## config.mk

```make
export PLATFORM = sky130hd
export DESIGN_NAME = divider_and_reloading_timer
export DESIGN_NICKNAME = d
export VERILOG_FILES = /design/src/rtl/core/dart_pkg.sv /design/src/rtl/core/dart_csr.sv /design/src/rtl/core/dart_core.sv /design/src/rtl/core/divider_and_reloading_timer.sv
export SDC_FILE = /design/constraint.sdc
export NUM_CORES = 1
export LEC_CHECK = 0
export ABC_AREA = 1
export BUFFER_PORTS_ARGS = -buffer_cell sky130_fd_sc_hd__buf_2
export CAP_MARGIN = 40
export CORE_MARGIN = 3
export CORE_UTILIZATION = 24
export DETAILED_ROUTE_END_ITERATION = 8
export PLACE_DENSITY = 0.38
export SETUP_SLACK_MARGIN = 0.5
export SYNTH_ARGS = -nofsm -noshare
export SYNTH_HDL_FRONTEND = slang
export SYNTH_SLANG_ARGS = --single-unit
```

## constraint.sdc

```tcl
create_clock -name clock -period 2.7 [get_ports clock]
set_clock_uncertainty 0.1 [all_clocks]
set_input_delay 0.27 -clock clock [delete_from_list [all_inputs] [get_ports clock]]
set_output_delay 0.27 -clock clock [all_outputs]
set_load 0.05 [all_outputs]
```

## src/rtl/core/dart_pkg.sv

```systemverilog
// ----------------------------------------------------------------------------
// dart_pkg
// Shared types and constants for the divider and reloading timer.
// ----------------------------------------------------------------------------
package dart_pkg;

   localparam int DIVIDER_PERIOD_DEF = 256;

   localparam int PERIOD_W   = 13;
   localparam int COUNT_W    = 8;
   localparam int SPEED_W    = 2;
   localparam int NUM_SPEEDS = 4;
   localparam int CSR_IDX_W  = 3;
   localparam int CSR_DATA_W = 13;

   // register indexes on the config port
   localparam logic [CSR_IDX_W-1:0] CSR_TIMER_ENABLE = 3'd0;
   localparam logic [CSR_IDX_W-1:0] CSR_SPEED_SELECT = 3'd1;
   localparam logic [CSR_IDX_W-1:0] CSR_RELOAD_VALUE = 3'd2;
   localparam logic [CSR_IDX_W-1:0] CSR_PERIOD_SEL0  = 3'd3;
   localparam logic [CSR_IDX_W-1:0] CSR_PERIOD_SEL1  = 3'd4;
   localparam logic [CSR_IDX_W-1:0] CSR_PERIOD_SEL2  = 3'd5;
   localparam logic [CSR_IDX_W-1:0] CSR_PERIOD_SEL3  = 3'd6;

   localparam logic [PERIOD_W-1:0] PERIOD_SEL0_RST = 13'd1024;
   localparam logic [PERIOD_W-1:0] PERIOD_SEL1_RST = 13'd16;
   localparam logic [PERIOD_W-1:0] PERIOD_SEL2_RST = 13'd64;
   localparam logic [PERIOD_W-1:0] PERIOD_SEL3_RST = 13'd256;

   localparam logic [COUNT_W-1:0] COUNT_MAX = 8'hFF;

   typedef struct packed {
      logic                                   timer_enable;
      logic [SPEED_W-1:0]                     speed_select;
      logic [COUNT_W-1:0]                     reload_value;
      logic [NUM_SPEEDS-1:0][PERIOD_W-1:0]    period_sel;
   } cfg_type;

endpackage

```

## src/rtl/core/dart_csr.sv

```systemverilog
// ----------------------------------------------------------------------------
// dart_csr
// Configuration register file, written one register per beat.
// ----------------------------------------------------------------------------
module dart_csr
   import dart_pkg::*;
(
   input  logic                  clock,
   input  logic                  reset,
   input  logic                  csr_valid,
   output logic                  csr_ready,
   input  logic [CSR_IDX_W-1:0]  csr_index,
   input  logic [CSR_DATA_W-1:0] csr_data,
   output cfg_type               cfg
);

   cfg_type cfg_ff;
   cfg_type cfg_in;

   assign csr_ready = 1'b1;
   assign cfg       = cfg_ff;

   always_comb begin
      cfg_in = cfg_ff;
      if (csr_valid) begin
         case (csr_index)
            CSR_TIMER_ENABLE: cfg_in.timer_enable  = csr_data[0];
            CSR_SPEED_SELECT: cfg_in.speed_select  = csr_data[SPEED_W-1:0];
            CSR_RELOAD_VALUE: cfg_in.reload_value  = csr_data[COUNT_W-1:0];
            CSR_PERIOD_SEL0:  cfg_in.period_sel[0] = csr_data[PERIOD_W-1:0];
            CSR_PERIOD_SEL1:  cfg_in.period_sel[1] = csr_data[PERIOD_W-1:0];
            CSR_PERIOD_SEL2:  cfg_in.period_sel[2] = csr_data[PERIOD_W-1:0];
            CSR_PERIOD_SEL3:  cfg_in.period_sel[3] = csr_data[PERIOD_W-1:0];
            default:          cfg_in = cfg_ff;
         endcase
      end
   end

   always_ff @(posedge clock) begin
      if (reset) begin
         cfg_ff.timer_enable  <= 1'b0;
         cfg_ff.speed_select  <= '0;
         cfg_ff.reload_value  <= '0;
         cfg_ff.period_sel[0] <= PERIOD_SEL0_RST;
         cfg_ff.period_sel[1] <= PERIOD_SEL1_RST;
         cfg_ff.period_sel[2] <= PERIOD_SEL2_RST;
         cfg_ff.period_sel[3] <= PERIOD_SEL3_RST;
      end else begin
         cfg_ff <= cfg_in;
      end
   end

endmodule

```

## src/rtl/core/dart_core.sv

```systemverilog
// ----------------------------------------------------------------------------
// dart_core
// Divider and timer counter state, updated once per processed beat.
// ----------------------------------------------------------------------------
module dart_core
   import dart_pkg::*;
#(
   parameter int DIVIDER_PERIOD = DIVIDER_PERIOD_DEF
)
(
   input  logic               clock,
   input  logic               reset,
   input  logic               step_en,
   input  logic               advance,
   input  cfg_type            cfg,
   output logic [COUNT_W-1:0] divider_next,
   output logic [COUNT_W-1:0] counter_next,
   output logic               irq_next
);

   localparam int DIV_W = (DIVIDER_PERIOD > 1) ? $clog2(DIVIDER_PERIOD) : 1;
   localparam logic [DIV_W:0] DIV_LIMIT = DIVIDER_PERIOD[DIV_W:0];

   logic [DIV_W-1:0]    div_pre_ff,  div_pre_in;
   logic [COUNT_W-1:0]  div_cnt_ff,  div_cnt_in;
   logic [PERIOD_W-1:0] tmr_pre_ff,  tmr_pre_in;
   logic [COUNT_W-1:0]  tmr_cnt_ff,  tmr_cnt_in;
   logic                irq;

   logic [DIV_W:0]      div_sum;
   logic [PERIOD_W:0]   tmr_sum;
   logic [PERIOD_W-1:0] period;

   assign div_sum = {1'b0, div_pre_ff} + {{DIV_W{1'b0}}, 1'b1};
   assign tmr_sum = {1'b0, tmr_pre_ff} + {{PERIOD_W{1'b0}}, 1'b1};
   assign period  = cfg.period_sel[cfg.speed_select];

   always_comb begin
      div_pre_in = div_pre_ff;
      div_cnt_in = div_cnt_ff;
      tmr_pre_in = tmr_pre_ff;
      tmr_cnt_in = tmr_cnt_ff;
      irq        = 1'b0;
      if (advance) begin
         if (div_sum >= DIV_LIMIT) begin
            div_pre_in = '0;
            div_cnt_in = div_cnt_ff + 1'b1;
         end else begin
            div_pre_in = div_sum[DIV_W-1:0];
         end
         if (cfg.timer_enable) begin
            // count at or past the period ticks the counter
            if (tmr_sum >= {1'b0, period}) begin
               tmr_pre_in = '0;
               if (tmr_cnt_ff == COUNT_MAX) begin
                  tmr_cnt_in = cfg.reload_value;
                  irq        = 1'b1;
               end else begin
                  tmr_cnt_in = tmr_cnt_ff + 1'b1;
               end
            end else begin
               tmr_pre_in = tmr_sum[PERIOD_W-1:0];
            end
         end
      end
   end

   assign divider_next = div_cnt_in;
   assign counter_next = tmr_cnt_in;
   assign irq_next     = irq;

   always_ff @(posedge clock) begin
      if (reset) begin
         div_pre_ff <= '0;
         div_cnt_ff <= '0;
         tmr_pre_ff <= '0;
         tmr_cnt_ff <= '0;
      end else if (step_en) begin
         div_pre_ff <= div_pre_in;
         div_cnt_ff <= div_cnt_in;
         tmr_pre_ff <= tmr_pre_in;
         tmr_cnt_ff <= tmr_cnt_in;
      end
   end

endmodule

```

## src/rtl/core/divider_and_reloading_timer.sv

```systemverilog
// ----------------------------------------------------------------------------
// divider_and_reloading_timer
// Free-running divider plus a prescaled counter that reloads on overflow.
//
//  channel  dir  handshake            payload
//  req_     in   req_tvalid/tready    tdata[0] advance
//  rsp_     out  rsp_tvalid/tready    tdata[7:0] divider, [15:8] counter, [16] irq
//  csr_     in   csr_valid/ready      csr_index, csr_data
//
// one beat per cycle sustained while the result side accepts; a beat waits in the
// input register, then the state update and the result register load happen together.
// reset is synchronous: counters clear, periods return to their defaults.
// a stalled result holds the input register; the request side stalls only when
// both registers are full.
// ----------------------------------------------------------------------------
module divider_and_reloading_timer
   import dart_pkg::*;
#(
   parameter int DIVIDER_PERIOD = DIVIDER_PERIOD_DEF
)
(
   input  logic                  clock,
   input  logic                  reset,
   input  logic                  req_tvalid,
   output logic                  req_tready,
   input  logic [7:0]            req_tdata,   // [0] advance, [7:1] zero
   output logic                  rsp_tvalid,
   input  logic                  rsp_tready,
   output logic [23:0]           rsp_tdata,   // [7:0] divider_value,
                                              // [15:8] counter_value,
                                              // [16] timer_interrupt, [23:17] zero
   input  logic                  csr_valid,
   output logic                  csr_ready,
   input  logic [CSR_IDX_W-1:0]  csr_index,
   input  logic [CSR_DATA_W-1:0] csr_data
);

   cfg_type            cfg;
   logic               in_valid_ff;
   logic               in_adv_ff;
   logic               out_valid_ff;
   logic [COUNT_W-1:0] out_div_ff, out_cnt_ff;
   logic               out_irq_ff;
   logic [COUNT_W-1:0] divider_next, counter_next;
   logic               irq_next;
   logic               step;

   // input beat moves into the result register when that one is free or drains
   assign step       = in_valid_ff && (!out_valid_ff || rsp_tready);
   assign req_tready = !in_valid_ff || step;

   dart_csr u_csr (
      .clock     (clock),
      .reset     (reset),
      .csr_valid (csr_valid),
      .csr_ready (csr_ready),
      .csr_index (csr_index),
      .csr_data  (csr_data),
      .cfg       (cfg)
   );

   dart_core #(
      .DIVIDER_PERIOD (DIVIDER_PERIOD)
   ) u_core (
      .clock        (clock),
      .reset        (reset),
      .step_en      (step),
      .advance      (in_adv_ff),
      .cfg          (cfg),
      .divider_next (divider_next),
      .counter_next (counter_next),
      .irq_next     (irq_next)
   );

   always_ff @(posedge clock) begin
      if (reset) begin
         in_valid_ff  <= 1'b0;
         out_valid_ff <= 1'b0;
      end else begin
         if (req_tready) begin
            in_valid_ff <= req_tvalid;
         end
         if (step) begin
            out_valid_ff <= 1'b1;
         end else if (rsp_tready) begin
            out_valid_ff <= 1'b0;
         end
      end
   end

   always_ff @(posedge clock) begin
      if (req_tready && req_tvalid) begin
         in_adv_ff <= req_tdata[0];
      end
      if (step) begin
         out_div_ff <= divider_next;
         out_cnt_ff <= counter_next;
         out_irq_ff <= irq_next;
      end
   end

   assign rsp_tvalid = out_valid_ff;
   assign rsp_tdata  = {7'd0, out_irq_ff, out_cnt_ff, out_div_ff};

endmodule
```

; ---- Word level (Yosys, flattened, before mapping)
; Index checks and enable logic that the tools add are counted.
; W data, S select, Z words.
[word_totals]
regBits = 120
latchBits = 0
mem_bits_rw = 0
rom_bits = 0
input_bits = 29
output_inout_bits = 27
wordCells = 62
mem_count = 0
[op_classes]
n_addsub = 4
mul = 0
n_div = 0
order_cmp = 3
n_eq_ne = 7
n_shift = 0
mux = 13
bitwise_logic = 0
reduce_logical = 18
[op_table]
columns = operator, n
row1 = $mux W8, 7
row2 = $bmux W13 S2, 1
row3 = $mux W13, 2
row4 = $add A8 B1 Y8 const B, 2
row5 = $reduce_and A2 Y1, 8
row6 = $add A13 B1 Y14 const B, 1
row7 = $ge A14 B13 Y1, 1
row8 = $add A8 B1 Y9 const B, 1
row9 = $eq A3 B3 Y1 const B, 3
row10 = $ge A9 B9 Y1 const B, 1
row11 = $eq A8 B8 Y1 const B, 1
row12 = $eq A3 B2 Y1 const B, 2
row13 = $reduce_and A3 Y1, 2
row14 = $eq A3 B1 Y1 const B, 1
row15 = $logic_not A3 Y1, 1
row16 = $lt A2 B3 Y1 const B, 1
row17 = $mux W1, 3
row18 = $logic_and A1 B1 Y1, 2
row19 = $logic_not A1 Y1, 2
row20 = $logic_or A1 B1 Y1, 2
row21 = $reduce_bool A2 Y1, 1

; ---- Logic depth before layout (Yosys ltp)
[logic_depth]
depth_word = 6
depth_mapped = 22

; ---- Cells and area by module
; From an unflattened synthesis, not the netlist that was laid out.
[unflattened]
hier_cells = 876
area_unflattened_um2 = 6254.7
[modules_own_cells]
columns = module, instances, cells_per_inst, area_per_inst_um2, seq_area_each_um2
row1 = dart_core, 1, 468, 3010.4, 740.7
row2 = dart_csr, 1, 369, 2548.7, 1261.2
row3 = divider_and_reloading_timer, 1, 39, 695.7, 580.6

; ---- Least setup slack after synthesis
; No wires, ideal clock.
[synth_timing]
kind = register to register
start = register u_core.tmr_pre_ff[0]
end = register out_cnt_ff[3] (data pin)
setup_ns = 0.251
arrival_time_ns = 2.375
required_time_ns = 2.349
path_slack_ns = -0.026
path_stages_with_launch = 22
path_buffers = 1
path_cell_list = dfxtp_1 > ha_1 > nand2_2 > nor2_2 > nand2_1 > nor2_2 > nand4_2 > xnor2_1 > ha_1 > nand2_1 > inv_1 > nand2_1 > nand3_1 > nand2_1 > nand2_1 > nor2_1 > nand2_2 > buf_6 > nand2_4 > nand2_1 > nand2_1 > inv_1
[synth_between]
elab_chain_cells = 5
[synth_rtl]
columns = item, line_no
row1 = "start, declared", dart_core.sv:26  ; logic [PERIOD_W-1:0] tmr_pre_ff, tmr_pre_in;
row2 = "start signal, assigned", dart_core.sv:81  ; tmr_pre_ff <= tmr_pre_in;
row3 = $add A13 B1 Y14, dart_core.sv:35  ; assign tmr_sum = {1'b0, tmr_pre_ff} + {{PERIOD_W{1'b0}}, 1'b1};
row4 = $ge A14 B13 Y1, dart_core.sv:53  ; if (tmr_sum >= {1'b0, period}) begin
row5 = $mux W8, dart_core.sv:53
row6 = $mux W8, dart_core.sv:51  ; if (cfg.timer_enable) begin
row7 = $mux W8, dart_core.sv:44  ; if (advance) begin
row8 = via counter_next[3], divider_and_reloading_timer.sv:44  ; logic [COUNT_W-1:0] divider_next, counter_next;
row9 = "end signal, assigned", divider_and_reloading_timer.sv:97  ; out_cnt_ff <= counter_next;
row10 = "end, declared", divider_and_reloading_timer.sv:42  ; logic [COUNT_W-1:0] out_div_ff, out_cnt_ff;
; The timed path passes the listed nets, and every way through them passes these cells.
; A chain may end at the register's enable or synchronous reset.

; ---- Worst setup path in the final report
; Same ends and word-level chain as after synthesis.

==> reports/metrics.csv <==
stage,metric,value,unit
outcome,status,finished with violations,
outcome,violated checks,setup timing,
power_and_ir_drop,Seq pwr share,0.414,
placed_design,PortBufs,40,
die,initial core utilization,0.247,
power_and_ir_drop,NetSw,0.00123,W
job,Max Cap Viol,0,
route,drt pass-1 iters,4,
layout,Finished Core Util,0.315,
synth,top cell type's share of synthesized area,0.350,
layout,layout cells sized above 1,0.194,
synth,"area leader, netlist",dfxtp_1,
synth,Gate Count Post-Synth,795,
die,Die Ht,162,um
setup_path,Critical Path Most Common Cell,nand2_2,
power_and_ir_drop,Gate power share,0.090,
die,die area,26200,um2
clock_network,clock buffer count from CTS,17,
global_routing,largest net degree at the start of global routing,74,
power_and_ir_drop,Switching Fraction,0.264,
sta,Slew Limit Headroom,0.599,
sta,min cycle time layout,2.77,ns
sta,maximum clock frequency,361,MHz
power_and_ir_drop,Power Density,623,nW/um2
setup_path,crit path launch type,flip-flop,
power_and_ir_drop,cell internal pwr,0.00342,W
route,routed wire length,15.9,mm
clock_network,maximum buffer depth of the clock tree,2,
worst_hold_path,Hold Crit Class,in -> reg,
layout,most frequent cells in the layout,"149 x nor2_1, 141 x nand2_1, 100 x dfxtp_1",
placed_design,Setup WS pre-CTS,-0.191,ns
sta,Final Hold Violating Endpoints,0,
layout,Syn-to-layout area delta,27.8,%
global_routing,global-route wire length before repair,25.6,mm
sta,count of pins over their slew limit,0,
clock_network,CTS Sinks,120,
sta,RSZ-0062 raised after global routing,true,
route,DR WL/cell,13.2,um
synth,syn_area_per_cell,7.35,um2
clock_network,worst skew pair latency,0.42,ns
sta,fin crit share,1.03,
clock_network,Worst-path clk slew,0.06,ns
synth,#FFs+latches synth,120,
clock_network,root buffer cell,clkbuf_16,
power_and_ir_drop,peak supply drop,331,uV
clock_network,CTS tree,yes,
synth,count of cell types in the netlist,43,
route,Iter 0 DRT Violations,209,
setup_path,slowest cell on the critical path,dfxtp_4,
sta,Worst Tran Pin Value,0.600,ns
synth,"Seq/Total Area, Yosys",0.442,
layout,ant diodes,0,
setup_path,"Max FO, Critical Path",8,
synth,top post-synthesis cells by area,"dfxtp_1 35%, nand2_1 9.8%, nor2_1 9.7%",
route,ANT nets after route,0,
die,FP Rows,56,
setup_path,crit-path max cell delay,0.36,ns
setup_path,WP data required,2.77,ns
layout,Nets,914,
setup_path,worst path arrival time,2.84,ns
sta,Setup-failing EPs final,10,
route,vias per std cell,4.24,
die,chip width,162,um
setup_path,"Critical Path, Cell by Cell",ha_4 > nand2_4 > nor2_4 > nand2_2 > nor2_4 > nand4_4 > xnor2_2 > ha_1 > nand2_2 > inv_1 > nand2_2 > nand3_2 > nand2_2 > nand2_2 > nor2_4 > nand2_4 > buf_12 > nand2_8 > nand2_1 > nand2_2 > inv_1,
sta,fin worst setup slack,-0.0698,ns
setup_path,crit path kind,reg -> reg,
die,core region area,23700,um2
placed_design,HPWL Detailed,10.5,mm
route,routed vias,5088,
placed_design,Area after DPL,6680,um2
synth,Post-Syn Area,5840,um2
layout,post-route cell area,7470,um2
die,Ports,56,
global_routing,initial antenna violation count,0,
placed_design,routability congestion estimate,0.724,
clock_network,Max H-tree Level,4,
global_routing,via count of the first global-routing pass,4877,
route,DRC Markers,0,
global_routing,GRT Total Usage,0.124,
setup_path,crit end category,flip-flop,
synth,YS warnings,0,
power_and_ir_drop,Pleak,3.35,nW
layout,"most common cell after layout, fill and taps aside",nor2_1,
power_and_ir_drop,Clock Power Share,0.496,
global_routing,remaining global-route overflow,0,
[critical path, delay by kind of cell (launching register included)]
kind / cells / cell delay (ns)
adders and majority gates: 2 / 0.43
DFF: 1 / 0.36
xor gates and xnor gates: 1 / 0.16
and+or+nand+nor: 15 / 1.23
buffers and inverters: 3 / 0.24
[area by class of cell]
class / instances / area, um2
sequential: 120 / 2590
timing repair buffer: 89 / 651
clock buffer: 20 / 489
tap: 319 / 399
fill: 2565 / 16200
clock inverter: 12 / 111
inverter: 77 / 292
multi-input combinational: 563 / 2940
[cells in the mapped netlist, drive strengths merged]
master and instances:
nand3 34, a32o 12, nand2 156, or2 2, nor3b 2, inv 72
edfxtp 18, xor2 10, a31oi 1, conb 2, ha 17, o22a 1
a211oi 1, nor2 158, o21bai 2, dfxtp 102, clkinv 5, clkbuf 27
nor4 1, xnor2 5, nand4 7, buf 14, nor3 8, a21oi 50
o22ai 1, a21o 1, o21ai 86
[routing by layer]
layer / track usage / wire length (um) / vias to the layer above
met4: 0.0458 / 215 / 0
met3: 0.0247 / 600 / 15
met5: 0 / 0 / -
met1: 0.169 / 7860 / 2277
met2: 0.195 / 7190 / 86
li1: - / - / 2710
[cell families (layout without fill, tap and decap cells)]
family,count (synthesis),after routing,share of synthesized area
compound gates,155,155,0.147
xor+xnor,15,15,0.0238
fa+ha+maj,17,17,0.0364
buf+inv,118,198,0.0852
flops,120,120,0.442
other cells,2,8,0.00129
simple gates,368,368,0.264
[final timing paths]
path | from | endpoint | slack (ns) | cells past startpoint
worst min register to register | u_csr.cfg[53]$_SDFFE_PP0P_ | u_csr.cfg[53]$_SDFFE_PP0P_ | 0.35 | 2
worst max register to register | u_core.tmr_pre_ff[0]$_SDFFE_PP0P_ | out_cnt_ff[3]$_DFFE_PP_ | -0.07 | 21
worst min-delay path | csr_data[10] | u_csr.cfg[10]$_SDFFE_PP1P_ | 0.02 | 3
worst max-delay path | u_core.tmr_pre_ff[0]$_SDFFE_PP0P_ | out_cnt_ff[3]$_DFFE_PP_ | -0.07 | 21
[power groups by stage]
stage | clock network [W] | registers [W] | logic, W
CTS | 0.00237 | 0.00192 | 0.000417
global placement | 0 | 0.00196 | 0.000411
finish | 0.00231 | 0.00192 | 0.000420
detailed placement | 0 | 0.00196 | 0.000410
floorplan | 0 | 0.00200 | 0.000241
global route | 0.00244 | 0.00193 | 0.000471
[stage by stage]
step	setup TNS [ns]	power, W	hold slack (ns)	cells
2_1_floorplan	0	0.00224	0.269	801
3_3_place_gp	-2.22	0.00238	0.344	1164
3_5_place_dp	-3.01	0.00237	0.347	1164
4_1_cts	-3.36	0.00471	0.00284	1198
5_1_grt	-7.37	0.00484	0.0268	1200
6_report	-0.465	0.00465	0.0237	1200
[registers in the layout (all words and copies together), names as in the netlist]
| signal | count |
|---|---|
| out_div_ff | 8 |
| out_cnt_ff | 8 |
| in_adv_ff | 1 |
| u_csr.cfg | 63 |
| u_core.div_cnt_ff | 8 |
| rsp_tvalid | 1 |
| u_core.div_pre_ff | 8 |
| u_core.tmr_pre_ff | 13 |
| in_valid_ff | 1 |
| u_core.tmr_cnt_ff | 8 |
| out_irq_ff | 1 |
[timing repair]
item / CTS / global route
hold endpoints to repair: 1 / 0
pin swaps: 4 / 7
gates resized for setup: 6 / 25
gates cloned: 0 / 1
buffers inserted: 1 / 1
hold buffers: 1 / 0
endpoints found under the setup margin: 30 / 30
Note: power is estimated with default switching activity, not from simulation.
